<file path="config.mk">
export PLATFORM = sky130hd
export DESIGN_NAME = soft_switch_memory_mapper
export DESIGN_NICKNAME = d
export VERILOG_FILES = /design/src/ssmm_pkg.sv /design/src/ssmm_decode.sv /design/src/soft_switch_memory_mapper.sv
export VERILOG_INCLUDE_DIRS = /design/src /design/src/src
export SDC_FILE = /design/constraint.sdc
export NUM_CORES = 1
export LEC_CHECK = 0
export CAP_MARGIN = 20
export CORE_ASPECT_RATIO = 0.5
export CORE_MARGIN = 2
export CORE_UTILIZATION = 60
export CTS_BUF_LIST = sky130_fd_sc_hd__clkbuf_8 sky130_fd_sc_hd__clkbuf_16
export DETAILED_ROUTE_END_ITERATION = 6
export DONT_BUFFER_PORTS = 1
export GPL_ROUTABILITY_DRIVEN = 0
export PLACE_DENSITY = 0.87
export SYNTH_ARGS = -nofsm -noshare
export SYNTH_HDL_FRONTEND = slang
export SYNTH_SLANG_ARGS = --single-unit
</file>
<file path="constraint.sdc">
create_clock -name clk -period 5 [get_ports clk]
set_input_delay 1 -clock clk [delete_from_list [all_inputs] [get_ports clk]]
set_output_delay 1 -clock clk [all_outputs]
set_load 0.1 [all_outputs]
</file>
<file path="src/assert_macros.svh">
// ---------------------------------------------------------------------------
// assert_macros.svh
// Shared concurrent assertion macros for the soft switch memory mapper
// ---------------------------------------------------------------------------
`ifndef ASSERT_MACROS_SVH
`define ASSERT_MACROS_SVH

// property that must hold in the same cycle
`define SSMM_ASSERT(name, clk, rst, prop) \
  name: assert property (@(posedge clk) disable iff (rst) (prop)) \
    else $error("ssmm assertion failed");

// consequent that must hold in the cycle after the antecedent
`define SSMM_ASSERT_NEXT(name, clk, rst, ante, cons) \
  name: assert property (@(posedge clk) disable iff (rst) (ante) |=> (cons)) \
    else $error("ssmm assertion failed");

`endif

</file>
<file path="src/ssmm_pkg.sv">
`timescale 1ns / 1ps
// ---------------------------------------------------------------------------
// ssmm_pkg
// Types and constants shared by the soft switch memory mapper modules
// ---------------------------------------------------------------------------
package ssmm_pkg;

  // result target codes
  typedef enum logic [2:0] {
    TGT_MAIN   = 3'd0,
    TGT_AUX    = 3'd1,
    TGT_ROM    = 3'd2,
    TGT_SROM   = 3'd3,
    TGT_SIO    = 3'd4,
    TGT_STATUS = 3'd5,
    TGT_FLOAT  = 3'd6,
    TGT_NONE   = 3'd7
  } target_t;

  // configuration register indexes
  localparam int CfgIdxW = 2;
  localparam logic [CfgIdxW-1:0] CFG_SLOTS_PRESENT  = 2'd0;
  localparam logic [CfgIdxW-1:0] CFG_SLOTS_WITH_ROM = 2'd1;

  localparam int SlotMaskW = 7;

  // memory switch bit positions
  localparam int MSW_STORE80 = 0;
  localparam int MSW_RAMRD   = 1;
  localparam int MSW_RAMWRT  = 2;
  localparam int MSW_INTCX   = 3;
  localparam int MSW_ALTZP   = 4;
  localparam int MSW_SLOTC3  = 5;
  localparam int MSW_INTC8   = 6;

  // video switch bit positions
  localparam int VSW_COL80  = 0;
  localparam int VSW_ALTCHR = 1;
  localparam int VSW_TEXT   = 2;
  localparam int VSW_MIXED  = 3;
  localparam int VSW_PAGE2  = 4;
  localparam int VSW_HIRES  = 5;

  // address map constants
  localparam logic [15:0] ADDR_RESET_VEC = 16'hFFFC;
  localparam logic [15:0] ADDR_C8_OFF    = 16'hCFFF;
  localparam logic [15:0] ADDR_IO_BASE   = 16'hC000;
  localparam logic [15:0] ADDR_CX_BASE   = 16'hC100;
  localparam logic [15:0] ADDR_HIGH_BASE = 16'hD000;
  localparam logic [15:0] ADDR_ROM_HIGH  = 16'hE000;
  localparam logic [15:0] ADDR_EXP_BASE  = 16'hC800;
  localparam logic [15:0] ADDR_LC_BASE   = 16'hC080;
  localparam logic [15:0] ADDR_SIO_BASE  = 16'hC090;
  localparam logic [15:0] ADDR_ZP_END    = 16'h0200;
  localparam logic [15:0] ADDR_TXT1_END  = 16'h0400;
  localparam logic [15:0] ADDR_TXT2_END  = 16'h0800;
  localparam logic [15:0] ADDR_HGR_BASE  = 16'h2000;
  localparam logic [15:0] ADDR_HGR_END   = 16'h4000;
  localparam logic [15:0] BANK_OFS_MASK  = 16'h0FFF;
  localparam logic [15:0] BANK_ONE_BASE  = 16'hC000;
  localparam logic [15:0] BANK_TWO_BASE  = 16'hD000;

  typedef struct packed {
    logic        cmd;
    logic [15:0] addr;
    logic [7:0]  data;
    logic        side_effect;
    logic        vblank;
    logic        key_down;
  } req_t;

  typedef struct packed {
    target_t     target;
    logic [15:0] mem_addr;
    logic [2:0]  slot_number;
    logic [7:0]  data_out;
    logic        reset_taken;
  } rsp_t;

  // switch and banking state carried between the state register and decode
  typedef struct packed {
    logic [6:0] msw;
    logic       bank_one;
    logic       hram_rd;
    logic       hram_wr;
    logic [1:0] arm_cnt;
    logic [1:0] stack_cnt;
    logic [9:0] vsw;
  } mmu_state_t;

endpackage

</file>
<file path="src/ssmm_decode.sv">
`timescale 1ns / 1ps
// ---------------------------------------------------------------------------
// ssmm_decode
// Single pass decode of one bus access: switch updates and target mapping
// ---------------------------------------------------------------------------
module ssmm_decode import ssmm_pkg::*; #(
  parameter int ROM_ADDR_BITS = 14
) (
  input  mmu_state_t           st,
  input  req_t                 req,
  input  logic [SlotMaskW-1:0] slots_present,
  input  logic [SlotMaskW-1:0] slots_with_rom,
  output mmu_state_t           st_next,
  output rsp_t                 rsp
);

  localparam logic [16:0] RomMaskW = (17'd1 << ROM_ADDR_BITS) - 17'd1;
  localparam logic [15:0] RomMask  = RomMaskW[15:0];

  // aux bank selection for main memory space
  function automatic logic is_aux(input logic [15:0] a, input logic sel,
                                  input logic [6:0] msw, input logic [9:0] vsw);
    logic r;
    if (a < ADDR_ZP_END) r = msw[MSW_ALTZP];
    else if (a < ADDR_TXT1_END) r = sel;
    else if (a < ADDR_TXT2_END) r = msw[MSW_STORE80] ? vsw[VSW_PAGE2] : sel;
    else if (a < ADDR_HGR_BASE) r = sel;
    else if (a < ADDR_HGR_END)
      r = (msw[MSW_STORE80] && vsw[VSW_HIRES]) ? vsw[VSW_PAGE2] : sel;
    else if (a >= ADDR_HIGH_BASE) r = msw[MSW_ALTZP];
    else r = sel;
    return r;
  endfunction

  logic        wr;
  logic        eff;
  logic        sel;
  logic        was_c8;
  logic        stat;
  logic [15:0] a;
  logic [2:0]  io_slot;
  logic [3:0]  cx_slot;
  mmu_state_t  s;

  always_comb begin
    s       = st;
    a       = req.addr;
    wr      = req.cmd;
    eff     = wr | req.side_effect;
    sel     = wr ? st.msw[MSW_RAMWRT] : st.msw[MSW_RAMRD];
    was_c8  = 1'b0;
    stat    = 1'b0;
    io_slot = a[6:4];
    cx_slot = a[11:8];
    rsp.target      = TGT_NONE;
    rsp.mem_addr    = a;
    rsp.slot_number = 3'd0;
    rsp.data_out    = req.data;
    rsp.reset_taken = 1'b0;

    // stack page run followed by reset vector fetch
    if (!wr && eff) begin
      if (a[15:8] == 8'h01) begin
        if (s.stack_cnt != 2'd3) s.stack_cnt = s.stack_cnt + 2'd1;
      end else begin
        if (s.stack_cnt == 2'd3 && a == ADDR_RESET_VEC) begin
          s.msw      = '0;
          s.bank_one = 1'b0;
          s.hram_rd  = 1'b0;
          s.hram_wr  = 1'b0;
          s.arm_cnt  = 2'd0;
          rsp.reset_taken = 1'b1;
          sel = 1'b0;
        end
        s.stack_cnt = 2'd0;
      end
    end

    if (a < ADDR_IO_BASE) begin
      // main memory space
      rsp.target = is_aux(a, sel, s.msw, s.vsw) ? TGT_AUX : TGT_MAIN;
    end else if (a < ADDR_CX_BASE) begin
      if (a >= ADDR_SIO_BASE) begin
        // slot i/o
        if (io_slot != 3'd0 && slots_present[io_slot - 3'd1]) begin
          rsp.target      = TGT_SIO;
          rsp.slot_number = io_slot;
        end else begin
          rsp.target = wr ? TGT_NONE : TGT_FLOAT;
        end
      end else begin
        // memory and video switch writes at c000-c00f
        if (a[15:4] == 12'hC00 && wr) begin
          if (a[3:1] < 3'd6) s.msw[a[3:1]] = a[0];
          else if (a[1]) s.vsw[VSW_ALTCHR] = a[0];
          else s.vsw[VSW_COL80] = a[0];
        end
        // video soft switches
        if (a[15:4] == 12'hC05 && eff) s.vsw[{1'b0, a[3:1]} + 4'd2] = a[0];
        // status reads
        if (a[15:4] == 12'hC01 && !wr) begin
          case (a[3:0])
            4'h0: stat = req.key_down;
            4'h1: stat = ~s.bank_one;
            4'h2: stat = s.hram_rd;
            4'h3: stat = s.msw[MSW_RAMRD];
            4'h4: stat = s.msw[MSW_RAMWRT];
            4'h5: stat = s.msw[MSW_INTCX];
            4'h6: stat = s.msw[MSW_ALTZP];
            4'h7: stat = s.msw[MSW_SLOTC3];
            4'h8: stat = s.msw[MSW_STORE80];
            4'h9: stat = ~req.vblank;
            4'hA: stat = s.vsw[VSW_TEXT];
            4'hB: stat = s.vsw[VSW_MIXED];
            4'hC: stat = s.vsw[VSW_PAGE2];
            4'hD: stat = s.vsw[VSW_HIRES];
            4'hE: stat = s.vsw[VSW_ALTCHR];
            default: stat = s.vsw[VSW_COL80];
          endcase
          rsp.target   = TGT_STATUS;
          rsp.data_out = {stat, 7'd0};
        end
        // language card bank and enable control
        if (a >= ADDR_LC_BASE && eff) begin
          s.bank_one = a[3];
          s.hram_rd  = (a[1:0] == 2'd0) || (a[1:0] == 2'd3);
          if (!a[0]) begin
            s.arm_cnt = 2'd0;
            s.hram_wr = 1'b0;
          end else if (!wr) begin
            if (s.arm_cnt < 2'd2) s.arm_cnt = s.arm_cnt + 2'd1;
            if (s.arm_cnt >= 2'd2) s.hram_wr = 1'b1;
          end else begin
            s.arm_cnt = 2'd0;
          end
        end
      end
    end else if (a < ADDR_HIGH_BASE) begin
      // peripheral rom space
      if (a[15:8] == 8'hC3 && eff && !s.msw[MSW_SLOTC3]) s.msw[MSW_INTC8] = 1'b1;
      was_c8 = s.msw[MSW_INTC8];
      if (eff && a == ADDR_C8_OFF) s.msw[MSW_INTC8] = 1'b0;
      if (!wr) begin
        if ((a >= ADDR_EXP_BASE && was_c8) || s.msw[MSW_INTCX] ||
            (!s.msw[MSW_SLOTC3] && a[15:8] == 8'hC3)) begin
          rsp.target   = TGT_ROM;
          rsp.mem_addr = a & RomMask;
        end else if (!cx_slot[3] && cx_slot[2:0] != 3'd0 &&
                     slots_present[cx_slot[2:0] - 3'd1] &&
                     slots_with_rom[cx_slot[2:0] - 3'd1]) begin
          rsp.target      = TGT_SROM;
          rsp.slot_number = cx_slot[2:0];
        end else begin
          rsp.target = TGT_FLOAT;
        end
      end
    end else if (wr) begin
      // high ram writes
      if (s.hram_wr) begin
        rsp.target = is_aux(a, sel, s.msw, s.vsw) ? TGT_AUX : TGT_MAIN;
        if (a < ADDR_ROM_HIGH)
          rsp.mem_addr = (a & BANK_OFS_MASK) | (s.bank_one ? BANK_ONE_BASE : BANK_TWO_BASE);
      end
    end else if (!s.hram_rd) begin
      rsp.target   = TGT_ROM;
      rsp.mem_addr = a & RomMask;
    end else begin
      // high ram reads
      rsp.target = is_aux(a, sel, s.msw, s.vsw) ? TGT_AUX : TGT_MAIN;
      if (a < ADDR_ROM_HIGH)
        rsp.mem_addr = (a & BANK_OFS_MASK) | (s.bank_one ? BANK_ONE_BASE : BANK_TWO_BASE);
    end

    st_next = s;
  end

endmodule

</file>
<file path="src/soft_switch_memory_mapper.sv">
// A request accepted at a clock edge shows its registered result from the next cycle.
// Throughput: one request per cycle while results are taken; the single result register is the only stage.
// The request side stays ready while the result register is empty or being taken.
// Reset clears all switches, counters, slot masks and the result valid flag.
`timescale 1ns / 1ps
`include "assert_macros.svh"
// ---------------------------------------------------------------------------
// soft_switch_memory_mapper
// Soft switch memory mapper: bank state, language card and bus decode
// ---------------------------------------------------------------------------
module soft_switch_memory_mapper import ssmm_pkg::*; #(
  parameter int ROM_ADDR_BITS = 14
) (
  input  logic                 clk,
  input  logic                 rst,
  input  logic                 req_valid,
  output logic                 req_ready,
  input  req_t                 req,
  output logic                 rsp_valid,
  input  logic                 rsp_ready,
  output rsp_t                 rsp,
  input  logic                 cfg_valid,
  output logic                 cfg_ready,
  input  logic [CfgIdxW-1:0]   cfg_index,
  input  logic [SlotMaskW-1:0] cfg_data
);

  mmu_state_t           st;
  mmu_state_t           st_next;
  rsp_t                 rsp_next;
  logic [SlotMaskW-1:0] slots_present;
  logic [SlotMaskW-1:0] slots_with_rom;
  logic                 req_take;

  assign req_ready = !rsp_valid || rsp_ready;
  assign req_take  = req_valid && req_ready;
  assign cfg_ready = 1'b1;

  // decode of the incoming request
  ssmm_decode #(
    .ROM_ADDR_BITS (ROM_ADDR_BITS)
  ) u_decode (
    .st             (st),
    .req            (req),
    .slots_present  (slots_present),
    .slots_with_rom (slots_with_rom),
    .st_next        (st_next),
    .rsp            (rsp_next)
  );

  // configuration registers
  always_ff @(posedge clk) begin
    if (rst) begin
      slots_present  <= '0;
      slots_with_rom <= '0;
    end else if (cfg_valid && cfg_ready) begin
      case (cfg_index)
        CFG_SLOTS_PRESENT:  slots_present  <= cfg_data;
        CFG_SLOTS_WITH_ROM: slots_with_rom <= cfg_data;
        default: ;
      endcase
    end
  end

  // switch state
  always_ff @(posedge clk) begin
    if (rst) begin
      st <= '0;
    end else if (req_take) begin
      st <= st_next;
    end
  end

  // result register
  always_ff @(posedge clk) begin
    if (rst) begin
      rsp_valid <= 1'b0;
    end else if (req_take) begin
      rsp_valid <= 1'b1;
    end else if (rsp_ready) begin
      rsp_valid <= 1'b0;
    end
  end

  always_ff @(posedge clk) begin
    if (req_take) begin
      rsp <= rsp_next;
    end
  end

  // a detected reset always fetches the vector from rom
  `SSMM_ASSERT(a_reset_to_rom, clk, rst,
    !(rsp_valid && rsp.reset_taken) || rsp.target == TGT_ROM)

  // detected reset leaves memory switches and language card cleared
  `SSMM_ASSERT_NEXT(a_reset_clears, clk, rst, req_take && rsp_next.reset_taken,
    st.msw == '0 && !st.hram_rd && !st.hram_wr && st.arm_cnt == 2'd0)

  // write arming count saturates at two
  `SSMM_ASSERT(a_arm_sat, clk, rst, st.arm_cnt != 2'd3)

  // status results carry only bit 7
  `SSMM_ASSERT(a_status_low_zero, clk, rst,
    !(rsp_valid && rsp.target == TGT_STATUS) || rsp.data_out[6:0] == 7'd0)

endmodule
</file>
==> key figures, run 1 <==
Pwr
  – Static Leak: 0.001498 uW
  – Peak ir drop on the vdd network: 0.0002855 V
  – P per Cell Area: 342.2 nW/um^2

Finish
  – Nets@finish: 476
  – Share of layout cells above drive strength 1: 6.413%
  – Area taken by flip-flops and latches: 1632 um^2
  – Fill cell total of the finished layout: 481
  – Diode count: 0
  – Number of standard cells in the final layout excluding fillers: 509
  – Area occupied by multi-input gates: 2120 um^2
  – Area growth from synthesis to layout: 8.650%

Die
  – Effective utilization at floorplan: 63.42%
  – Height of the die: 61.16 um
  – Die Wd: 118.3 um
  – Count of boundary I/O pins: 76
  – Placement Rows: 20
  – Total Die Area: 7235 um^2
  – Area inside the core boundary: 6181 um^2

CTS
  – Number of hold-repair buffers added at the cts stage: 0
  – Clock sinks: 66
  – Clock Latency Late Sink: 0.33 ns
  – Library cell used as clock root buffer: sky130_fd_sc_hd__clkbuf_16
  – Clock tree from TritonCTS: done
  – Total clock buffers created by CTS: 9
  – Worst-case clock buffer depth: 2
  – Clock input transition at the sequential cells of the worst setup and hold paths: 0.06 ns
  – Post-CTS setup repair buffer count: 0
  – Maximum level of the CTS H-tree: 3
  – Resized Gates After CTS: 0

STA
  – Final sum of negative setup slack: 0 ns
  – # setup viols final: 0
  – Setup Skew: 0.007792 ns
  – Slew Viols, Final: 0
  – Post-layout minimum cycle time: 3.401 ns
  – Hold Slack: 0.4563 ns
  – Final Hold Fails: 0
  – Tightest Pin Transition: 1.096 ns
  – Post-route fraction of the period consumed by the critical path: 68.02%
  – RSZ-0062 raised after global routing: no
  – F_max: 0.2940 GHz
  – Slew headroom: 25.03%

Synth
  – Instance count of the mapped netlist: 428
  – Count of distinct cell types in the synthesized netlist: 68
  – Number of flops mapped to enable cells by yosys: 31
  – Summed instance area of the synthesized netlist: 3920 um^2
  – Synthesized Nets: 488
  – Most used flip-flop cell after synthesis: sky130_fd_sc_hd__dfxtp_1
  – Asr flop ratio synth: 0%
  – Fraction of the yosys area taken by sequential cells: 41.62%
  – Mean post-synth cell area: 9.159 um^2
  – Number of register bits inferred by synthesis: 66
  – Number of warnings issued by yosys: 0

Critical path
  – Data required time of the critical path: 5.18 ns
  – Count of cells along the worst register-to-register path: 9
  – Worst EP arrival: 3.58 ns
  – Type of origin of the critical path: input port
  – Top fanout value on the critical path: 23
  – Critical Setup Path Class: input port to flip-flop
  – Register-to-register path setup slack: 2.04 ns
  – Kind of end point of the critical path: flip-flop

Run
  – Count of max-cap constraint violations: 0

GRT
  – Wire length of the first global-routing pass: 16100 um
  – Antenna violations before repair: 0
  – Pin count of the biggest net entering global routing: 37
  – Overflow left after global routing: 0
  – Total track usage: 29.19%
  – Number of global-route vias before repair: 3133

Drt
  – Post-DR vias/cell: 6.921
  – Drt total wl: 10270 um
  – First-pass iteration count of the detailed router: 6
  – Total via count in the routed design: 3523
  – Number of DRC violations after detailed-routing iteration 0: 532
  – Number of nets with antenna violations after routing: 0
  – Final routed DRC violation total: 0
  – Detailed-route wire length per cell: 20.18 um

Min path
  – Kind of path behind the tightest hold check: flip-flop to flip-flop
  – Cell depth of the worst hold path: 2

Place
  – Placed Cells: 493
  – Buffers added on ports: 0
  – Post-DP HPWL: 7330 um

Outcome
  – Outcome: finished clean
per-stage QoR:
| stage | setup slack, ns | area (um^2) | total power [uW] | util (%) |
|---|---|---|---|---|
| final | 1.599 | 4259 | 1458 | 68.91 |
| after global routing | 1.422 | 4259 | 1499 | 68.91 |
| after CTS | 1.709 | 4259 | 1462 | 68.91 |
| after detailed placement | 1.365 | 3948 | 812.3 | 63.87 |
| after global placement | 1.374 | 3948 | 809.4 | 63.87 |
| after floorplan | 1.354 | 3920 | 801.5 | - |
worst max-delay path, cell delays in order:
cell,delay [ns]
sky130_fd_sc_hd__inv_1,0.09
sky130_fd_sc_hd__ha_1,0.37
sky130_fd_sc_hd__and4_1,0.23
sky130_fd_sc_hd__nand4bb_1,0.43
sky130_fd_sc_hd__inv_1,0.48
sky130_fd_sc_hd__nor2_1,0.11
sky130_fd_sc_hd__or3_1,0.39
sky130_fd_sc_hd__nor2b_1,0.26
sky130_fd_sc_hd__a22o_1,0.21
final cells by class:
type / count / share of cell area (%)
sequential: 66 / 38.31
tap: 88 / 2.585
multi-input combinational: 320 / 49.76
timing repair buffer: 4 / 0.7051
clock inverter: 7 / 2.027
inverter: 15 / 1.322
clock buffer: 9 / 5.288
layout by cell type, fill, tap and decap left out, types with 2 or more instances in the layout:
| cell type | synthesis | layout |
|---|---|---|
| sky130_fd_sc_hd__dfxtp_1 | 35 | 35 |
| sky130_fd_sc_hd__or3_1 | 4 | 4 |
| sky130_fd_sc_hd__nand4_1 | 11 | 11 |
| sky130_fd_sc_hd__a21boi_0 | 3 | 3 |
| sky130_fd_sc_hd__and2b_1 | 7 | 7 |
| sky130_fd_sc_hd__nor3_1 | 18 | 18 |
| sky130_fd_sc_hd__nor3b_1 | 2 | 2 |
| sky130_fd_sc_hd__clkbuf_16 | 0 | 9 |
| sky130_fd_sc_hd__a31oi_1 | 7 | 7 |
| sky130_fd_sc_hd__o211ai_1 | 6 | 6 |
| sky130_fd_sc_hd__nor2b_1 | 9 | 9 |
| sky130_fd_sc_hd__nand2_1 | 37 | 37 |
| sky130_fd_sc_hd__a22o_1 | 3 | 3 |
| sky130_fd_sc_hd__nor2_1 | 39 | 39 |
| sky130_fd_sc_hd__bufinv_16 | 0 | 2 |
| sky130_fd_sc_hd__mux2i_1 | 26 | 26 |
| sky130_fd_sc_hd__o21ai_0 | 22 | 22 |
| sky130_fd_sc_hd__nand3b_1 | 7 | 7 |
| sky130_fd_sc_hd__buf_4 | 1 | 4 |
| sky130_fd_sc_hd__o22ai_1 | 4 | 4 |
| sky130_fd_sc_hd__inv_1 | 14 | 16 |
| sky130_fd_sc_hd__a21o_1 | 3 | 3 |
| sky130_fd_sc_hd__a22oi_1 | 4 | 4 |
| sky130_fd_sc_hd__a211oi_1 | 4 | 4 |
| sky130_fd_sc_hd__and3_1 | 2 | 2 |
| sky130_fd_sc_hd__ha_1 | 18 | 18 |
| sky130_fd_sc_hd__a21oi_1 | 23 | 23 |
| sky130_fd_sc_hd__clkinv_2 | 0 | 2 |
| sky130_fd_sc_hd__o21a_1 | 3 | 3 |
| sky130_fd_sc_hd__edfxtp_1 | 31 | 31 |
| sky130_fd_sc_hd__nand2b_1 | 3 | 3 |
| sky130_fd_sc_hd__nand3_1 | 17 | 17 |
| sky130_fd_sc_hd__nor4_1 | 6 | 6 |
per-layer routing:
| layer | routed length, um | GRT usage, % | vias to the layer above |
|---|---|---|---|
| met5 | 0 | 0 | - |
| met3 | 1443 | 10.19 | 55 |
| met4 | 324 | 12.05 | 0 |
| met2 | 4311 | 45.50 | 298 |
| met1 | 4190 | 38.13 | 1607 |
| li1 | - | - | 1563 |
sequential cells by signal, summed over array words and instances, names as in the netlist:
signal	flops
rsp	31
rsp_valid	1
slots_present	7
slots_with_rom	7
st	20
where the power goes:
part	switching, uW	internal (uW)
Clock	221	431
Sequential	114	589
Combinational	66.8	35.2
Total	402	1060
synth_stat cells (all sizes together) (4+ instances only):
cell    instances  area [um^2]
nor3           19        100.1
o21ai          23        115.1
dfxtp          35        700.7
nand3b          7        52.55
a31oi           7        43.79
nand2b          4        32.53
buf             4        20.02
a211oi          4        30.03
nor4            8        71.32
o22ai           4        25.02
and2b           7        52.55
nor2           39        146.4
nand2          37        138.9
inv            14        52.55
a21oi          23        115.1
nor2b           9        56.30
o211ai          6        45.04
nand4          11        68.82
mux2i          26        260.3
or3             4        25.02
clkbuf         22        83.83
nand3          18        102.6
a22oi           4        30.03
edfxtp         31        930.9
ha             18        225.2
final timing paths:
check | from | to
max | req[11] | rsp[11]$_SDFFCE_PP0P_
min reg2reg | st[3]$_SDFFE_PP0P_ | st[3]$_SDFFE_PP0P_
max reg2reg | rsp_valid$_SDFFE_PP0P_ | st[14]$_SDFFE_PP0P_
min | st[3]$_SDFFE_PP0P_ | st[3]$_SDFFE_PP0P_
cells by family (layout without fill, tap and decap cells):
| logic type | after synthesis | count (layout) | share of synthesized area (%) |
|---|---|---|---|
| simple gates | 177 | 177 | 24.61 |
| compound gates | 96 | 96 | 16.18 |
| flops | 66 | 66 | 41.62 |
| buf+inv | 42 | 35 | 4.309 |
| mux | 27 | 27 | 7.214 |
| fa+ha+maj | 18 | 18 | 5.745 |
| other cells | 1 | 1 | 0.09566 |
| xor+xnor | 1 | 1 | 0.2235 |
No activity file was read; power rests on OpenSTA's default activity.
==> run 2, diff against run 1 <==
==> constraint.sdc (replaced) <==
create_clock -name clk -period 3.36 [get_ports clk]
set_input_delay 0.672 -clock clk [delete_from_list [all_inputs] [get_ports clk]]
set_output_delay 0.672 -clock clk [all_outputs]
set_load 0.1 [all_outputs]
==> run 2 against run 1 <==
  * Sequential power is 49% higher
  * Worst hold slack worse by 0.059 ns
  * Largest power group unchanged
  * Critical endpoint is now rsp[29]$_SDFFCE_PP0P_
  * Highest routed layer unchanged
  * Final cell count is 1.4% higher
==> key figures, run 2 (synthesis results as in run 1) <==
Critical path
  – Data required time of the critical path: 3.45 ns
  – Top fanout value on the critical path: 11
  – Cell chain of the critical path: inv_1 -> ha_1 -> and3_1 -> o311ai_4 -> a31oi_1 -> nor4_1 -> a21oi_1 -> nor2_1 -> nor3_1
  – Slowest cell on crit path: sky130_fd_sc_hd__nor4_1
  – Biggest cell delay along the critical path: 0.51 ns
  – Count of cells along the worst register-to-register path: 8
  – Register-to-register path setup slack: 1.08 ns
  – Launch point of the worst reg-to-reg path: st[10]$_SDFFE_PP0P_
  – CP top delay family: simple AND/OR/NAND/NOR gates
  – Critical Setup Path Class: input port to flip-flop
  – Kind of end point of the critical path: flip-flop
  – Capture instance of the worst register-to-register path: rsp[27]$_DFFE_PP_
  – Worst EP arrival: 2.73 ns
  – Type of origin of the critical path: input port
  – Number of buffers and inverters on the critical path: 1

STA
  – Setup Skew: 0.006705 ns
  – # setup viols final: 0
  – F_max: 0.3791 GHz
  – Hold Slack: 0.3970 ns
  – Final Hold Fails: 0
  – Post-layout minimum cycle time: 2.638 ns
  – Slew Viols, Final: 0
  – RSZ-0062 raised after global routing: no
  – Slew headroom: 38.80%
  – Post-route fraction of the period consumed by the critical path: 78.51%
  – Final sum of negative setup slack: 0 ns
  – Tightest Pin Transition: 0.9199 ns

Min path
  – Hold Path Sink: st[12]$_SDFFE_PP0P_
  – Cell depth of the worst hold path: 1
  – Kind of path behind the tightest hold check: input port to flip-flop
  – Launch point of the worst hold path: rst

Finish
  – Layout Cell Area excl Fill: 4322 um^2
  – Diode count: 0
  – Share of layout cells above drive strength 1: 8.411%
  – Area growth from synthesis to layout: 10.25%
  – Area taken by flip-flops and latches: 1632 um^2
  – Top Registers: rsp x31, st x20
  – Largest register FFs: 31
  – Nets@finish: 483
  – Area occupied by multi-input gates: 2122 um^2
  – Register with the most flip-flops: rsp
  – Most frequent cells in the layout: 39 x sky130_fd_sc_hd__nor2_1, 37 x sky130_fd_sc_hd__nand2_1, 35 x sky130_fd_sc_hd__dfxtp_1, 31 x sky130_fd_sc_hd__edfxtp_1, 26 x sky130_fd_sc_hd__mux2i_1
  – Utilization of the core after routing: 69.92%
  – Most common cell after layout, fill and taps aside: sky130_fd_sc_hd__nor2_1
  – Fill cell total of the finished layout: 500

CTS
  – Total clock buffers created by CTS: 9
  – Clock input transition at the sequential cells of the worst setup and hold paths: 0.06 ns
  – Maximum level of the CTS H-tree: 3
  – Number of hold-repair buffers added at the cts stage: 0
  – Clock sinks: 66
  – Library cell used as clock root buffer: sky130_fd_sc_hd__clkbuf_16
  – Clock tree from TritonCTS: done
  – Worst-case clock buffer depth: 2
  – Clock Latency Late Sink: 0.34 ns
  – Resized Gates After CTS: 0
  – Post-CTS setup repair buffer count: 0

Drt
  – Final routed DRC violation total: 0
  – Post-DR vias/cell: 6.723
  – Detailed-route wire length per cell: 19.81 um
  – Total via count in the routed design: 3469
  – First-pass iteration count of the detailed router: 6
  – Drt total wl: 10220 um
  – Number of nets with antenna violations after routing: 0
  – Number of DRC violations after detailed-routing iteration 0: 555

Die
  – Effective utilization at floorplan: 63.42%
  – Count of boundary I/O pins: 76
  – Placement Rows: 20
  – Area inside the core boundary: 6181 um^2
  – Die Wd: 118.3 um
  – Height of the die: 61.16 um
  – Total Die Area: 7235 um^2

Pwr
  – Static Leak: 0.001525 uW
  – Peak ir drop on the vdd network: 0.0004810 V
  – P per Cell Area: 510.3 nW/um^2
  – Power consumption: 2205 uW

GRT
  – Overflow left after global routing: 0
  – Total track usage: 30.12%
  – Wire length of the first global-routing pass: 16240 um
  – Pin count of the biggest net entering global routing: 37
  – Antenna violations before repair: 0
  – Number of global-route vias before repair: 3045

Run
  – Count of max-cap constraint violations: 0

Place
  – Post-DP HPWL: 7225 um
  – Buffers added on ports: 0
  – Post-placement cell area: 4003 um^2

Outcome
  – Outcome: finished clean
-- run 2: cell types whose count changed in the layout (fill, tap and decap cells not counted), sizes merged --
cell	before	now
buf	4	11
inv	16	14
clkinvlp	0	1
clkinv	4	5
-- run 2: where the power goes --
part / internal, uW / switching, uW
logic: 54.6 / 99.5
clock network: 647 / 358
registers: 877 / 169
total: 1580 / 627
-- run 2: metal layers --
metal  share of wire [%]  vias to the layer above  track usage, %  routed length (um)
li1                    -                     1573               -                   -
met1                  42                     1597           40.48                4316
met2                  41                      253           44.10                4207
met3                  14                       46           12.78                1413
met4                 2.8                        0           10.84                 284
met5                   0                        -               0                   0
-- run 2: final cells by class --
| class | instances | area share (%) |
|---|---|---|
| Multi-Input combinational cell | 320 | 49.10 |
| Sequential cell | 66 | 37.75 |
| Clock buffer | 9 | 5.211 |
| Tap cell | 88 | 2.548 |
| Clock inverter | 7 | 2.171 |
| Timing Repair Buffer | 11 | 1.911 |
| Inverter | 15 | 1.303 |
-- run 2: how the worst max path moves through the flow --
stage                           startpoint                    end  slack [ns]  cells past startpoint
finish                             req[13]  rsp[29]$_SDFFCE_PP0P_        0.72                      9
global route                       req[13]     st[5]$_SDFFE_PP0P_        0.57                      9
CTS                                req[13]     st[2]$_SDFFE_PP0P_        0.82                      9
detailed placement                 req[13]     st[5]$_SDFFE_PP0P_        0.47                      9
global placement                   req[15]       rsp[8]$_DFFE_PP_        0.54                      9
floorplan           rsp_valid$_SDFFE_PP0P_    st[11]$_SDFFE_PP0P_        0.06                      7
-- run 2: stage by stage --
step / worst slack, ns / cells
3_5_place_dp: 0.4743 / 500
3_3_place_gp: 0.5409 / 500
2_1_floorplan: 0.06310 / 428
4_1_cts: 0.8243 / 516
5_1_grt: 0.5739 / 516
6_report: 0.7222 / 516
==> run 3, diff against run 2 <==
==> constraint.sdc (replaced) <==
create_clock -name clk -period 2.48 [get_ports clk]
set_input_delay 0.496 -clock clk [delete_from_list [all_inputs] [get_ports clk]]
set_output_delay 0.496 -clock clk [all_outputs]
set_load 0.1 [all_outputs]
==> run 3 against run 2 <==
  * Clock-buffer cell count unchanged
  * Register-to-register slack worse by 0.83 ns
  * Clock power up 23%
  * Combinational power rose to 3.1 times the previous value
  * Core utilization up 7.4 points
  * Design area up 11%
  * First-iteration DRC count up 4.5%
  * Setup slack worse by 0.58 ns
  * Largest cell class unchanged
==> key figures, run 3 (synthesis results as in run 1) <==
Outcome
  – Outcome: finished clean

Place
  – Placed Cells: 561
  – Buffers added on ports: 0
  – Post-DP HPWL: 8058 um

CTS
  – Clock input transition at the sequential cells of the worst setup and hold paths: 0.05 ns
  – Worst-case clock buffer depth: 2
  – Total clock buffers created by CTS: 9
  – Clock sinks: 66
  – Maximum level of the CTS H-tree: 3
  – Clock Latency Late Sink: 0.34 ns
  – Resized Gates After CTS: 0
  – Post-CTS setup repair buffer count: 0
  – Library cell used as clock root buffer: sky130_fd_sc_hd__clkbuf_16
  – Number of hold-repair buffers added at the cts stage: 0
  – Clock tree from TritonCTS: done

Drt
  – Post-DR vias/cell: 6.545
  – First-pass iteration count of the detailed router: 6
  – Number of nets with antenna violations after routing: 0
  – Final routed DRC violation total: 0
  – Total via count in the routed design: 3783
  – Top layer used by detailed routing: met4
  – Drt total wl: 11160 um
  – Metal-1 WL: 4243 um
  – Detailed-route wire length per cell: 19.31 um
  – Routed wl met2: 5051 um
  – Number of DRC violations after detailed-routing iteration 0: 580
  – Met3 wirelength from detailed routing: 1462 um

STA
  – Post-route fraction of the period consumed by the critical path: 94.46%
  – Slew Viols, Final: 0
  – Setup Skew: 0.009385 ns
  – Slew headroom: 61.82%
  – Tightest Pin Transition: 0.5568 ns
  – F_max: 0.4269 GHz
  – Post-layout minimum cycle time: 2.343 ns
  – # setup viols final: 0
  – Final Hold Fails: 0
  – RSZ-0062 raised after global routing: no

GRT
  – Wire length of the first global-routing pass: 17420 um
  – Number of global-route vias before repair: 3540
  – Antenna violations before repair: 0
  – Overflow left after global routing: 0
  – Pin count of the biggest net entering global routing: 37
  – Total track usage: 31.59%

Run
  – Count of max-cap constraint violations: 0

Finish
  – Register with the most flip-flops: rsp
  – Most frequent cells in the layout: 72 x sky130_fd_sc_hd__buf_4, 39 x sky130_fd_sc_hd__nor2_1, 37 x sky130_fd_sc_hd__nand2_1, 34 x sky130_fd_sc_hd__dfxtp_1, 31 x sky130_fd_sc_hd__edfxtp_1
  – Largest register FFs: 31
  – Most common cell after layout, fill and taps aside: sky130_fd_sc_hd__buf_4
  – Number of standard cells in the final layout excluding fillers: 578
  – Nets@finish: 544
  – Top Registers: rsp x31, st x20
  – Fill cell total of the finished layout: 401
  – Utilization of the core after routing: 77.35%
  – Area growth from synthesis to layout: 21.96%
  – Share of layout cells above drive strength 1: 21.06%

Critical path
  – Worst setup path startpoint: req[16]
  – Critical Setup Path Class: input port to flip-flop
  – Data required time of the critical path: 2.55 ns
  – Launch point of the worst reg-to-reg path: st[10]$_SDFFE_PP0P_
  – Top fanout value on the critical path: 4
  – Kind of end point of the critical path: flip-flop
  – Type of origin of the critical path: input port
  – Worst EP arrival: 2.41 ns

Die
  – Die Wd: 118.3 um
  – Count of boundary I/O pins: 76
  – Effective utilization at floorplan: 63.42%
  – Total Die Area: 7235 um^2
  – Height of the die: 61.16 um
  – Area inside the core boundary: 6181 um^2
  – Placement Rows: 20

Min path
  – Launch point of the worst hold path: rst
  – Kind of path behind the tightest hold check: input port to flip-flop

Pwr
  – P per Cell Area: 610.7 nW/um^2
  – Peak ir drop on the vdd network: 0.0004677 V
  – Static Leak: 0.001816 uW
-- run 3: worst max-delay path, cell delays in order --
cell and delay [ns]:
sky130_fd_sc_hd__inv_1 0.07, sky130_fd_sc_hd__ha_1 0.24, sky130_fd_sc_hd__nor2b_1 0.29, sky130_fd_sc_hd__nand4_1 0.23
sky130_fd_sc_hd__nor4_1 0.38, sky130_fd_sc_hd__buf_4 0.19, sky130_fd_sc_hd__mux2i_1 0.17, sky130_fd_sc_hd__o221ai_1 0.12
sky130_fd_sc_hd__a21oi_1 0.14, sky130_fd_sc_hd__a21oi_1 0.09
-- run 3: report_power, final --
part	switching, uW	internal, uW	leakage, uW
Combinational	361	123	0.00108
Sequential	14.6	1190	0.000585
Clock	470	766	0.000148
Total	846	2070	0.00182
-- run 3: final timing paths --
path | endpoint | slack [ns] | cells after the start
worst max-delay path | rsp[8]$_DFFE_PP_ | 0.14 | 10
worst min-delay path | rsp_valid$_SDFFE_PP0P_ | 0.22 | 1
worst max register to register | rsp[26]$_DFFE_PP_ | 0.25 | 7
worst min register to register | st[1]$_SDFFE_PP0P_ | 0.45 | 2
-- run 3: final cells by class --
type	instances	area (um^2)	share of cell area [%]
sequential	66	1633	34.15
clock inverter	7	61.31	1.282
tap	88	110.1	2.303
inverter	15	65.06	1.361
multi-input combinational	320	2143	44.83
antenna	1	2.502	0.05234
clock buffer	9	225.2	4.711
timing repair buffer	72	540.5	11.31
-- run 3: metal layers --
metal / vias to the layer above / global-route usage [%]
li1: 1695 / -
met1: 1745 / 37.36
met2: 280 / 52.77
met3: 63 / 11.11
met4: 0 / 17.21
met5: - / 0
-- run 3: per-stage QoR --
step	hold slack (ns)	power (uW)	area (um^2)	setup WS, ns	setup TNS [ns]
2_1_floorplan	0.4313	1629	4008	-0.03419	-0.09293
3_3_place_gp	0.4351	1688	4492	0.05150	0
3_5_place_dp	0.4432	1699	4492	-0.08100	-0.08100
4_1_cts	0.2113	2912	4778	0.2446	0
5_1_grt	0.2130	2983	4778	0.08303	0
6_report	0.2171	2920	4781	0.1374	0
